`src/rtl/mandelbrot_escape_time_defines.svh`:
```
// assertion macros shared by the escape-time block
`ifndef MANDELBROT_ESCAPE_TIME_DEFINES_SVH
`define MANDELBROT_ESCAPE_TIME_DEFINES_SVH

// same-cycle implication, checked out of reset
`define MBET_ASSERT_NOW(label, clk, rst_n, ante, cons, msg) \
    label: assert property (@(posedge clk) disable iff (!(rst_n)) (ante) |-> (cons)) \
        else $error(msg);

// next-cycle implication, checked out of reset
`define MBET_ASSERT_NEXT(label, clk, rst_n, ante, cons, msg) \
    label: assert property (@(posedge clk) disable iff (!(rst_n)) (ante) |=> (cons)) \
        else $error(msg);

`endif

```
`src/rtl/mbet_pkg.sv`:
```
package mbet_pkg;

    // input word: one pixel coordinate
    typedef struct packed {
        logic [9:0] pixel_x;
        logic [9:0] pixel_y;
    } t_in_word;

    // output word: echoed pixel and escape count
    typedef struct packed {
        logic [9:0]  out_x;
        logic [9:0]  out_y;
        logic [15:0] iter_count;
    } t_out_word;

    // configuration register indexes
    typedef logic [2:0] t_cfg_idx;
    localparam t_cfg_idx CFG_MAX_ITER = 3'd0;
    localparam t_cfg_idx CFG_START_RE = 3'd1;
    localparam t_cfg_idx CFG_START_IM = 3'd2;
    localparam t_cfg_idx CFG_STEP_RE  = 3'd3;
    localparam t_cfg_idx CFG_STEP_IM  = 3'd4;

    // register reset values
    localparam logic [15:0]        RST_MAX_ITER = 16'd1000;
    localparam logic signed [31:0] RST_START_RE = -32'sd2147483648;
    localparam logic signed [31:0] RST_START_IM = -32'sd536870912;
    localparam logic [30:0]        RST_STEP_RE  = 31'd1342177;
    localparam logic [30:0]        RST_STEP_IM  = 31'd1789570;

    // microcode address
    typedef logic [3:0] t_upc;

    // multiplier operand pair
    typedef enum logic [2:0] {
        MUL_HOLD,
        MUL_PX_SRE,
        MUL_PY_SIM,
        MUL_ZR_ZR,
        MUL_ZI_ZI,
        MUL_ZR_ZI
    } t_mul_sel;

    // branch condition
    typedef enum logic [2:0] {
        CND_NEXT,
        CND_ALWAYS,
        CND_NO_IN,
        CND_EXIT,
        CND_OUT_BUSY
    } t_cond;

    // one control word
    typedef struct packed {
        logic     in_rdy;
        t_mul_sel mul_sel;
        logic     ld_cr;
        logic     ld_ci;
        logic     clr_z;
        logic     ld_sr;
        logic     ld_si;
        logic     upd_z;
        logic     out_ld;
        t_cond    cond;
        t_upc     target;
    } t_uword;

    // status seen by the sequencer
    typedef struct packed {
        logic in_valid;
        logic out_busy;
        logic esc;
    } t_seq_stat;

endpackage

```
`src/rtl/mbet_seq.sv`:
```
`include "mandelbrot_escape_time_defines.svh"

module mbet_seq (
    input  logic               i_clk,
    input  logic               i_rst_n,
    input  mbet_pkg::t_seq_stat i_stat,
    output mbet_pkg::t_uword   o_uw
);
    import mbet_pkg::*;

    localparam t_upc STEP_WAIT = 4'd0;
    localparam t_upc STEP_LOOP = 4'd4;
    localparam t_upc STEP_DONE = 4'd9;
    localparam t_upc STEP_LAST = 4'd10;

    // control store
    function automatic t_uword prog_rom(input t_upc pc);
        t_uword uw;
        uw = '0;
        case (pc)
            4'd0: begin
                uw.in_rdy = 1'b1;
                uw.cond   = CND_NO_IN;
                uw.target = STEP_WAIT;
            end
            4'd1: begin
                uw.mul_sel = MUL_PX_SRE;
            end
            4'd2: begin
                uw.ld_cr   = 1'b1;
                uw.mul_sel = MUL_PY_SIM;
            end
            4'd3: begin
                uw.ld_ci = 1'b1;
                uw.clr_z = 1'b1;
            end
            4'd4: begin
                uw.mul_sel = MUL_ZR_ZR;
            end
            4'd5: begin
                uw.ld_sr   = 1'b1;
                uw.mul_sel = MUL_ZI_ZI;
            end
            4'd6: begin
                uw.ld_si   = 1'b1;
                uw.mul_sel = MUL_ZR_ZI;
            end
            4'd7: begin
                uw.cond   = CND_EXIT;
                uw.target = STEP_DONE;
            end
            4'd8: begin
                uw.upd_z  = 1'b1;
                uw.cond   = CND_ALWAYS;
                uw.target = STEP_LOOP;
            end
            4'd9: begin
                uw.out_ld = 1'b1;
                uw.cond   = CND_OUT_BUSY;
                uw.target = STEP_DONE;
            end
            default: begin
                uw.cond   = CND_ALWAYS;
                uw.target = STEP_WAIT;
            end
        endcase
        return uw;
    endfunction

    logic r_upc_valid;
    t_upc r_upc;
    t_upc n_upc;
    t_uword w_uw;
    logic w_hit;

    assign w_uw = prog_rom(r_upc);
    assign o_uw = w_uw;

    // branch decision
    always_comb begin
        case (w_uw.cond)
            CND_NEXT:     w_hit = 1'b0;
            CND_ALWAYS:   w_hit = 1'b1;
            CND_NO_IN:    w_hit = !i_stat.in_valid;
            CND_EXIT:     w_hit = i_stat.esc;
            CND_OUT_BUSY: w_hit = i_stat.out_busy;
            default:      w_hit = 1'b1;
        endcase
        n_upc = w_hit ? w_uw.target : r_upc + 4'd1;
    end

    // step counter
    always_ff @(posedge i_clk) begin
        if (!i_rst_n) begin
            r_upc       <= STEP_WAIT;
            r_upc_valid <= 1'b0;
        end else begin
            r_upc       <= n_upc;
            r_upc_valid <= 1'b1;
        end
    end

    `MBET_ASSERT_NOW(a_upc_range, i_clk, i_rst_n, r_upc_valid, r_upc <= STEP_LAST, "step counter left the program")
    `MBET_ASSERT_NEXT(a_exit_done, i_clk, i_rst_n, w_uw.cond == CND_EXIT && i_stat.esc, r_upc == STEP_DONE, "exit did not reach the done step")
    `MBET_ASSERT_NEXT(a_loop_back, i_clk, i_rst_n, w_uw.upd_z, r_upc == STEP_LOOP, "update did not loop back")

endmodule

```
`src/rtl/mbet_dpath.sv`:
```
`include "mandelbrot_escape_time_defines.svh"

module mbet_dpath (
    input  logic                i_clk,
    input  logic                i_rst_n,
    input  mbet_pkg::t_uword    i_uw,
    input  logic                i_pix_ld,
    input  mbet_pkg::t_in_word  i_pix,
    input  logic [15:0]         i_max_iter,
    input  logic signed [31:0]  i_start_re,
    input  logic signed [31:0]  i_start_im,
    input  logic [30:0]         i_step_re,
    input  logic [30:0]         i_step_im,
    output logic                o_esc,
    output mbet_pkg::t_out_word o_res
);
    import mbet_pkg::*;

    localparam logic signed [36:0] ESC_BOUND = 37'sd1073741824;
    localparam logic signed [43:0] Q_MAX     = 44'sd2147483647;
    localparam logic signed [43:0] Q_MIN     = -44'sd2147483648;

    // clamp to the Q4.28 range
    function automatic logic signed [31:0] sat_q(input logic signed [43:0] v);
        logic signed [31:0] r;
        if (v > Q_MAX) begin
            r = 32'sh7fffffff;
        end else if (v < Q_MIN) begin
            r = 32'sh80000000;
        end else begin
            r = v[31:0];
        end
        return r;
    endfunction

    t_in_word           r_pix;
    logic signed [31:0] r_cr;
    logic signed [31:0] r_ci;
    logic signed [31:0] r_zr;
    logic signed [31:0] r_zi;
    logic signed [35:0] r_sr;
    logic signed [35:0] r_si;
    logic signed [63:0] r_prod;
    logic [15:0]        r_n;

    logic signed [31:0] w_a;
    logic signed [31:0] w_b;
    logic signed [63:0] w_prod;
    logic signed [36:0] w_cross;
    logic signed [36:0] w_mag;

    // multiplier operand select
    always_comb begin
        case (i_uw.mul_sel)
            MUL_PX_SRE: begin
                w_a = 32'(r_pix.pixel_x);
                w_b = {1'b0, i_step_re};
            end
            MUL_PY_SIM: begin
                w_a = 32'(r_pix.pixel_y);
                w_b = {1'b0, i_step_im};
            end
            MUL_ZR_ZR: begin
                w_a = r_zr;
                w_b = r_zr;
            end
            MUL_ZI_ZI: begin
                w_a = r_zi;
                w_b = r_zi;
            end
            MUL_ZR_ZI: begin
                w_a = r_zr;
                w_b = r_zi;
            end
            default: begin
                w_a = r_zr;
                w_b = r_zi;
            end
        endcase
    end

    assign w_prod  = w_a * w_b;
    assign w_cross = r_prod[63:27];
    assign w_mag   = 37'(r_sr) + 37'(r_si);

    // escape test: squared magnitude over four or limit reached
    assign o_esc = (w_mag > ESC_BOUND) || (r_n >= i_max_iter);

    // datapath registers
    always_ff @(posedge i_clk) begin
        if (i_pix_ld) begin
            r_pix <= i_pix;
        end
        if (i_uw.mul_sel != MUL_HOLD) begin
            r_prod <= w_prod;
        end
        if (i_uw.ld_cr) begin
            r_cr <= sat_q(44'(i_start_re) + 44'(r_prod[42:0]));
        end
        if (i_uw.ld_ci) begin
            r_ci <= sat_q(44'(i_start_im) + 44'(r_prod[42:0]));
        end
        if (i_uw.ld_sr) begin
            r_sr <= r_prod[63:28];
        end
        if (i_uw.ld_si) begin
            r_si <= r_prod[63:28];
        end
        if (i_uw.clr_z) begin
            r_zr <= '0;
            r_zi <= '0;
            r_n  <= '0;
        end else if (i_uw.upd_z) begin
            r_zr <= sat_q(44'(r_sr) - 44'(r_si) + 44'(r_cr));
            r_zi <= sat_q(44'(w_cross) + 44'(r_ci));
            r_n  <= r_n + 16'd1;
        end
    end

    assign o_res.out_x      = r_pix.pixel_x;
    assign o_res.out_y      = r_pix.pixel_y;
    assign o_res.iter_count = r_n;

    `MBET_ASSERT_NOW(a_count_limit, i_clk, i_rst_n, i_uw.upd_z, r_n < i_max_iter, "iteration past the limit")

endmodule

```
`src/rtl/mandelbrot_escape_time.sv`:
```
// channel | direction | handshake                 | word
// in      | input     | i_in_valid / o_in_stall   | pixel_x, pixel_y
// out     | output    | o_out_valid / i_out_stall | out_x, out_y, iter_count
// cfg     | input     | i_cfg_we                  | i_cfg_idx, i_cfg_data
//
// a pixel's run time grows with its iteration count n: the control
// store spends five steps per iteration on the one shared 32x32 multiplier
// (three products, a test, an update), plus setup and output steps
// the next pixel is taken while the previous result waits in the output register
// synchronous active-low reset; the output stage holds its word while i_out_stall is high
`include "mandelbrot_escape_time_defines.svh"

module mandelbrot_escape_time (
    input  logic                i_clk,
    input  logic                i_rst_n,
    input  logic                i_in_valid,
    output logic                o_in_stall,
    input  mbet_pkg::t_in_word  i_in_word,
    output logic                o_out_valid,
    input  logic                i_out_stall,
    output mbet_pkg::t_out_word o_out_word,
    input  logic                i_cfg_we,
    input  mbet_pkg::t_cfg_idx  i_cfg_idx,
    input  logic [31:0]         i_cfg_data
);
    import mbet_pkg::*;

    logic [15:0]        r_max_iter;
    logic signed [31:0] r_start_re;
    logic signed [31:0] r_start_im;
    logic [30:0]        r_step_re;
    logic [30:0]        r_step_im;

    logic      r_out_valid;
    t_out_word r_out_word;

    t_uword    w_uw;
    t_seq_stat w_stat;
    t_out_word w_res;
    logic      w_esc;
    logic      w_out_free;
    logic      w_out_ld;
    logic      w_in_acc;

    // configuration registers
    always_ff @(posedge i_clk) begin
        if (!i_rst_n) begin
            r_max_iter <= RST_MAX_ITER;
            r_start_re <= RST_START_RE;
            r_start_im <= RST_START_IM;
            r_step_re  <= RST_STEP_RE;
            r_step_im  <= RST_STEP_IM;
        end else if (i_cfg_we) begin
            case (i_cfg_idx)
                CFG_MAX_ITER: r_max_iter <= i_cfg_data[15:0];
                CFG_START_RE: r_start_re <= i_cfg_data;
                CFG_START_IM: r_start_im <= i_cfg_data;
                CFG_STEP_RE:  r_step_re  <= i_cfg_data[30:0];
                CFG_STEP_IM:  r_step_im  <= i_cfg_data[30:0];
                default: begin
                end
            endcase
        end
    end

    // handshake glue
    assign w_out_free      = !r_out_valid || !i_out_stall;
    assign w_out_ld        = w_uw.out_ld && w_out_free;
    assign w_in_acc        = i_in_valid && w_uw.in_rdy;
    assign o_in_stall      = !w_uw.in_rdy;
    assign w_stat.in_valid = i_in_valid;
    assign w_stat.out_busy = !w_out_free;
    assign w_stat.esc      = w_esc;

    mbet_seq u_seq (
        .i_clk   (i_clk),
        .i_rst_n (i_rst_n),
        .i_stat  (w_stat),
        .o_uw    (w_uw)
    );

    mbet_dpath u_dpath (
        .i_clk      (i_clk),
        .i_rst_n    (i_rst_n),
        .i_uw       (w_uw),
        .i_pix_ld   (w_in_acc),
        .i_pix      (i_in_word),
        .i_max_iter (r_max_iter),
        .i_start_re (r_start_re),
        .i_start_im (r_start_im),
        .i_step_re  (r_step_re),
        .i_step_im  (r_step_im),
        .o_esc      (w_esc),
        .o_res      (w_res)
    );

    // output register
    always_ff @(posedge i_clk) begin
        if (!i_rst_n) begin
            r_out_valid <= 1'b0;
        end else if (w_out_ld) begin
            r_out_valid <= 1'b1;
        end else if (!i_out_stall) begin
            r_out_valid <= 1'b0;
        end
        if (w_out_ld) begin
            r_out_word <= w_res;
        end
    end

    assign o_out_valid = r_out_valid;
    assign o_out_word  = r_out_word;

    `MBET_ASSERT_NEXT(a_one_in_flight, i_clk, i_rst_n, w_in_acc, o_in_stall, "second word taken while busy")
    `MBET_ASSERT_NOW(a_count_cap, i_clk, i_rst_n, r_out_valid, r_out_word.iter_count <= r_max_iter, "count above the limit")

endmodule

```
`config.mk`:
```
export PLATFORM = sky130hd
export DESIGN_NAME = mandelbrot_escape_time
export DESIGN_NICKNAME = d
export VERILOG_FILES = /design/src/rtl/mbet_pkg.sv /design/src/rtl/mbet_seq.sv /design/src/rtl/mbet_dpath.sv /design/src/rtl/mandelbrot_escape_time.sv
export VERILOG_INCLUDE_DIRS = /design/src /design/src/rtl
export SDC_FILE = /design/constraint.sdc
export NUM_CORES = 2
export LEC_CHECK = 0
export ABC_AREA = 1
export CAP_MARGIN = 20
export CORE_UTILIZATION = 30
export CTS_CLUSTER_SIZE = 30
export DETAILED_ROUTE_END_ITERATION = 10
export DONT_BUFFER_PORTS = 1
export PLACE_DENSITY = 0.42
export REMOVE_ABC_BUFFERS = 1
export SLEW_MARGIN = 30
export SYNTH_ARGS = -nofsm -noshare
export SYNTH_HDL_FRONTEND = slang
export SYNTH_HIERARCHICAL = 1
export SYNTH_SLANG_ARGS = --single-unit
```
`constraint.sdc`:
```
create_clock -name i_clk -period 16.6 [get_ports i_clk]
set_clock_uncertainty 0.15 [all_clocks]
set_input_delay 3.32 -clock i_clk [delete_from_list [all_inputs] [get_ports i_clk]]
set_output_delay 3.32 -clock i_clk [all_outputs]
set_load 0.03 [all_outputs]
```
==> reports/metrics.csv <==
stage;metric;value;unit
outcome;status;completed;
place;placed_area;73610;um^2
final_layout;layout-drive-gt1-share;4.163;%
timing;fmax;0.07891;GHz
global_routing;grt_use_met1;34.78;%
global_routing;grt-busiest-layer;met2;
clocking;numCtsBuffers;59;
drt;wirelength;299.2;mm
worst_setup_path;path_common_cell;fa_1;
clocking;cts-resized-gates;0;
timing;rsz0062_at_grt;false;
worst_setup_path;crit_arrival;13050;ps
global_routing;grt_util_all_layers;25.35;%
synthesis;yosysWarnings;6;
drt;dr.pass1.iters;5;
place;hpwl;253.1;mm
timing;finalSetupViolCount;0;
clocking;ctsHoldBuffers;0;
floorplan;rows;177;
synthesis;syn_avg_cell_area;7.761;um^2
synthesis;syn_area;70120;um^2
worst_setup_path;path_buf_inv;10;
synthesis;synthCells;9034;
clocking;insertion_delay;710;ps
floorplan;die_area;235700;um^2
drt;antenna_left;0;
clocking;clkSlewWorstSetupHoldPaths;70;ps
drt;drt_iter0_markers;4785;
floorplan;initial_core_util;30.15;%
clocking;htreeDepth;2;
final_layout;areaGrowthSynthToFinish;8.084;%
final_layout;fin_cells;12040;
worst_setup_path;path_class;flip-flop to flip-flop;
timing;slew_violations;0;
global_routing;grt_max_degree;149;
worst_setup_path;slowest_stage;fa_1;
worst_setup_path;cp_max_fo;34;
timing;setup_tns;0;ps
floorplan;die_w;485.5;um
worst_setup_path;cp-end-kind;flip-flop;
global_routing;grt_pass1_wl;434.3;mm
global_routing;overflow;0;
place;port_buffers;0;
timing;tightest_slew;1042;ps
global_routing;antenna_found_initial;26;
clocking;post_cts_buffers;0;
drt;avgRoutedWirePerCell;24.85;um
timing;period_share;76.35;%
final_layout;postLayoutCellArea;75790;um^2
worst_setup_path;worst_ep_required_time;16970;ps
drt;vias;59920;
drt;via_per_inst;4.977;
clocking;cts_buffer_depth;3;
timing;slew_headroom;30.32;%
global_routing;first_global_vias;61930;
worst_setup_path;slowest_delay;1000;ps
worst_setup_path;cp-start-kind;flip-flop;
clocking;clock_sinks;483;
clocking;cts-root-buf;clkbuf_16;
clocking;cts_tree;built;
global_routing;grtUsageMet2;42.53;%
worst_setup_path;critPathTopFamily;adder cells;
final_layout;fin_nets;10520;
timing;finalHoldViolCount;0;
place;dp_cells;11910;
hold_path;holdCritPathClass;flip-flop to flip-flop;
job;maxCapViolations;0;
timing;fin_crit;12670;ps
floorplan;io_pins;98;
global_routing;use_met3;2.335;%
place;gp_congestion;0.9439;
floorplan;core;232500;um^2
floorplan;die_y;485.5;um
drt;route.detailed.drc;0;
## worst min-delay path, delay by kind of cell, from the launching register on
kind,cells,cell delay (ps)
simple gates,2,100
flops,1,320
## registers in the layout, summed over array words and instances, names as in the netlist, 32 cells and up
| name | cells |
|---|---|
| u_dpath/r_prod | 64 |
| o_out_word | 36 |
| u_dpath/r_si | 36 |
| u_dpath/r_sr | 36 |
| r_start_im | 32 |
| r_start_re | 32 |
| u_dpath/r_ci | 32 |
| u_dpath/r_cr | 32 |
| u_dpath/r_zi | 32 |
| u_dpath/r_zr | 32 |
## placed cells by master (no fill, tap or decap), types with 61 or more instances in the layout
master	instances
xor2_1	126
a21oi_1	382
ha_1	402
inv_1	1728
buf_4	100
nand2_1	1925
nor2_1	1414
fa_1	1122
nand4_1	76
o21ai_0	260
clkbuf_16	61
xnor2_1	84
dfxtp_1	227
nand3_1	346
edfxtp_1	256
## metal layers
metal / up-vias / wire [um]
met5: - / 25
met4: 4 / 8403
met3: 300 / 15630
met2: 1750 / 141900
met1: 30590 / 133300
li1: 27280 / -
## final timing paths
| path | slack, ps | endpoint | depth (start not counted) | startpoint |
|---|---|---|---|---|
| max | 3930 | u_dpath/r_prod[55]$_DFFE_PP_ | 35 | u_seq/r_upc[0]$_SDFF_PN0_ |
| min | 310 | r_step_re[6]$_SDFFE_PN1P_ | 2 | r_step_re[6]$_SDFFE_PN1P_ |
| max reg2reg | 3930 | u_dpath/r_prod[55]$_DFFE_PP_ | 35 | u_seq/r_upc[0]$_SDFF_PN0_ |
| min reg2reg | 310 | r_step_re[6]$_SDFFE_PN1P_ | 2 | r_step_re[6]$_SDFFE_PN1P_ |
## final cells by class
type                    instances  area [um^2]
inverters                    1785         6700
fillers                     25140       156800
clock inverters                39        525.5
diodes                         14        35.03
repair buffers                102        805.8
multi-input cells            6501        50070
flip-flops and latches        483        12230
clock buffers                  73         1612
well taps                    3043         3807
## through the flow
stage	hold slack [ps]	util, %	setup WS, ps
2_1_floorplan	276.7	-	6239
3_3_place_gp	287.9	31.63	4063
3_5_place_dp	292.7	31.65	4006
4_1_cts	309.9	32.57	3953
5_1_grt	339.4	32.58	3147
6_report	305.8	32.59	3927
Power is left out: the tool's default activity adds up to more than one toggle a clock period on the data nets, which glitch-free logic cannot reach.
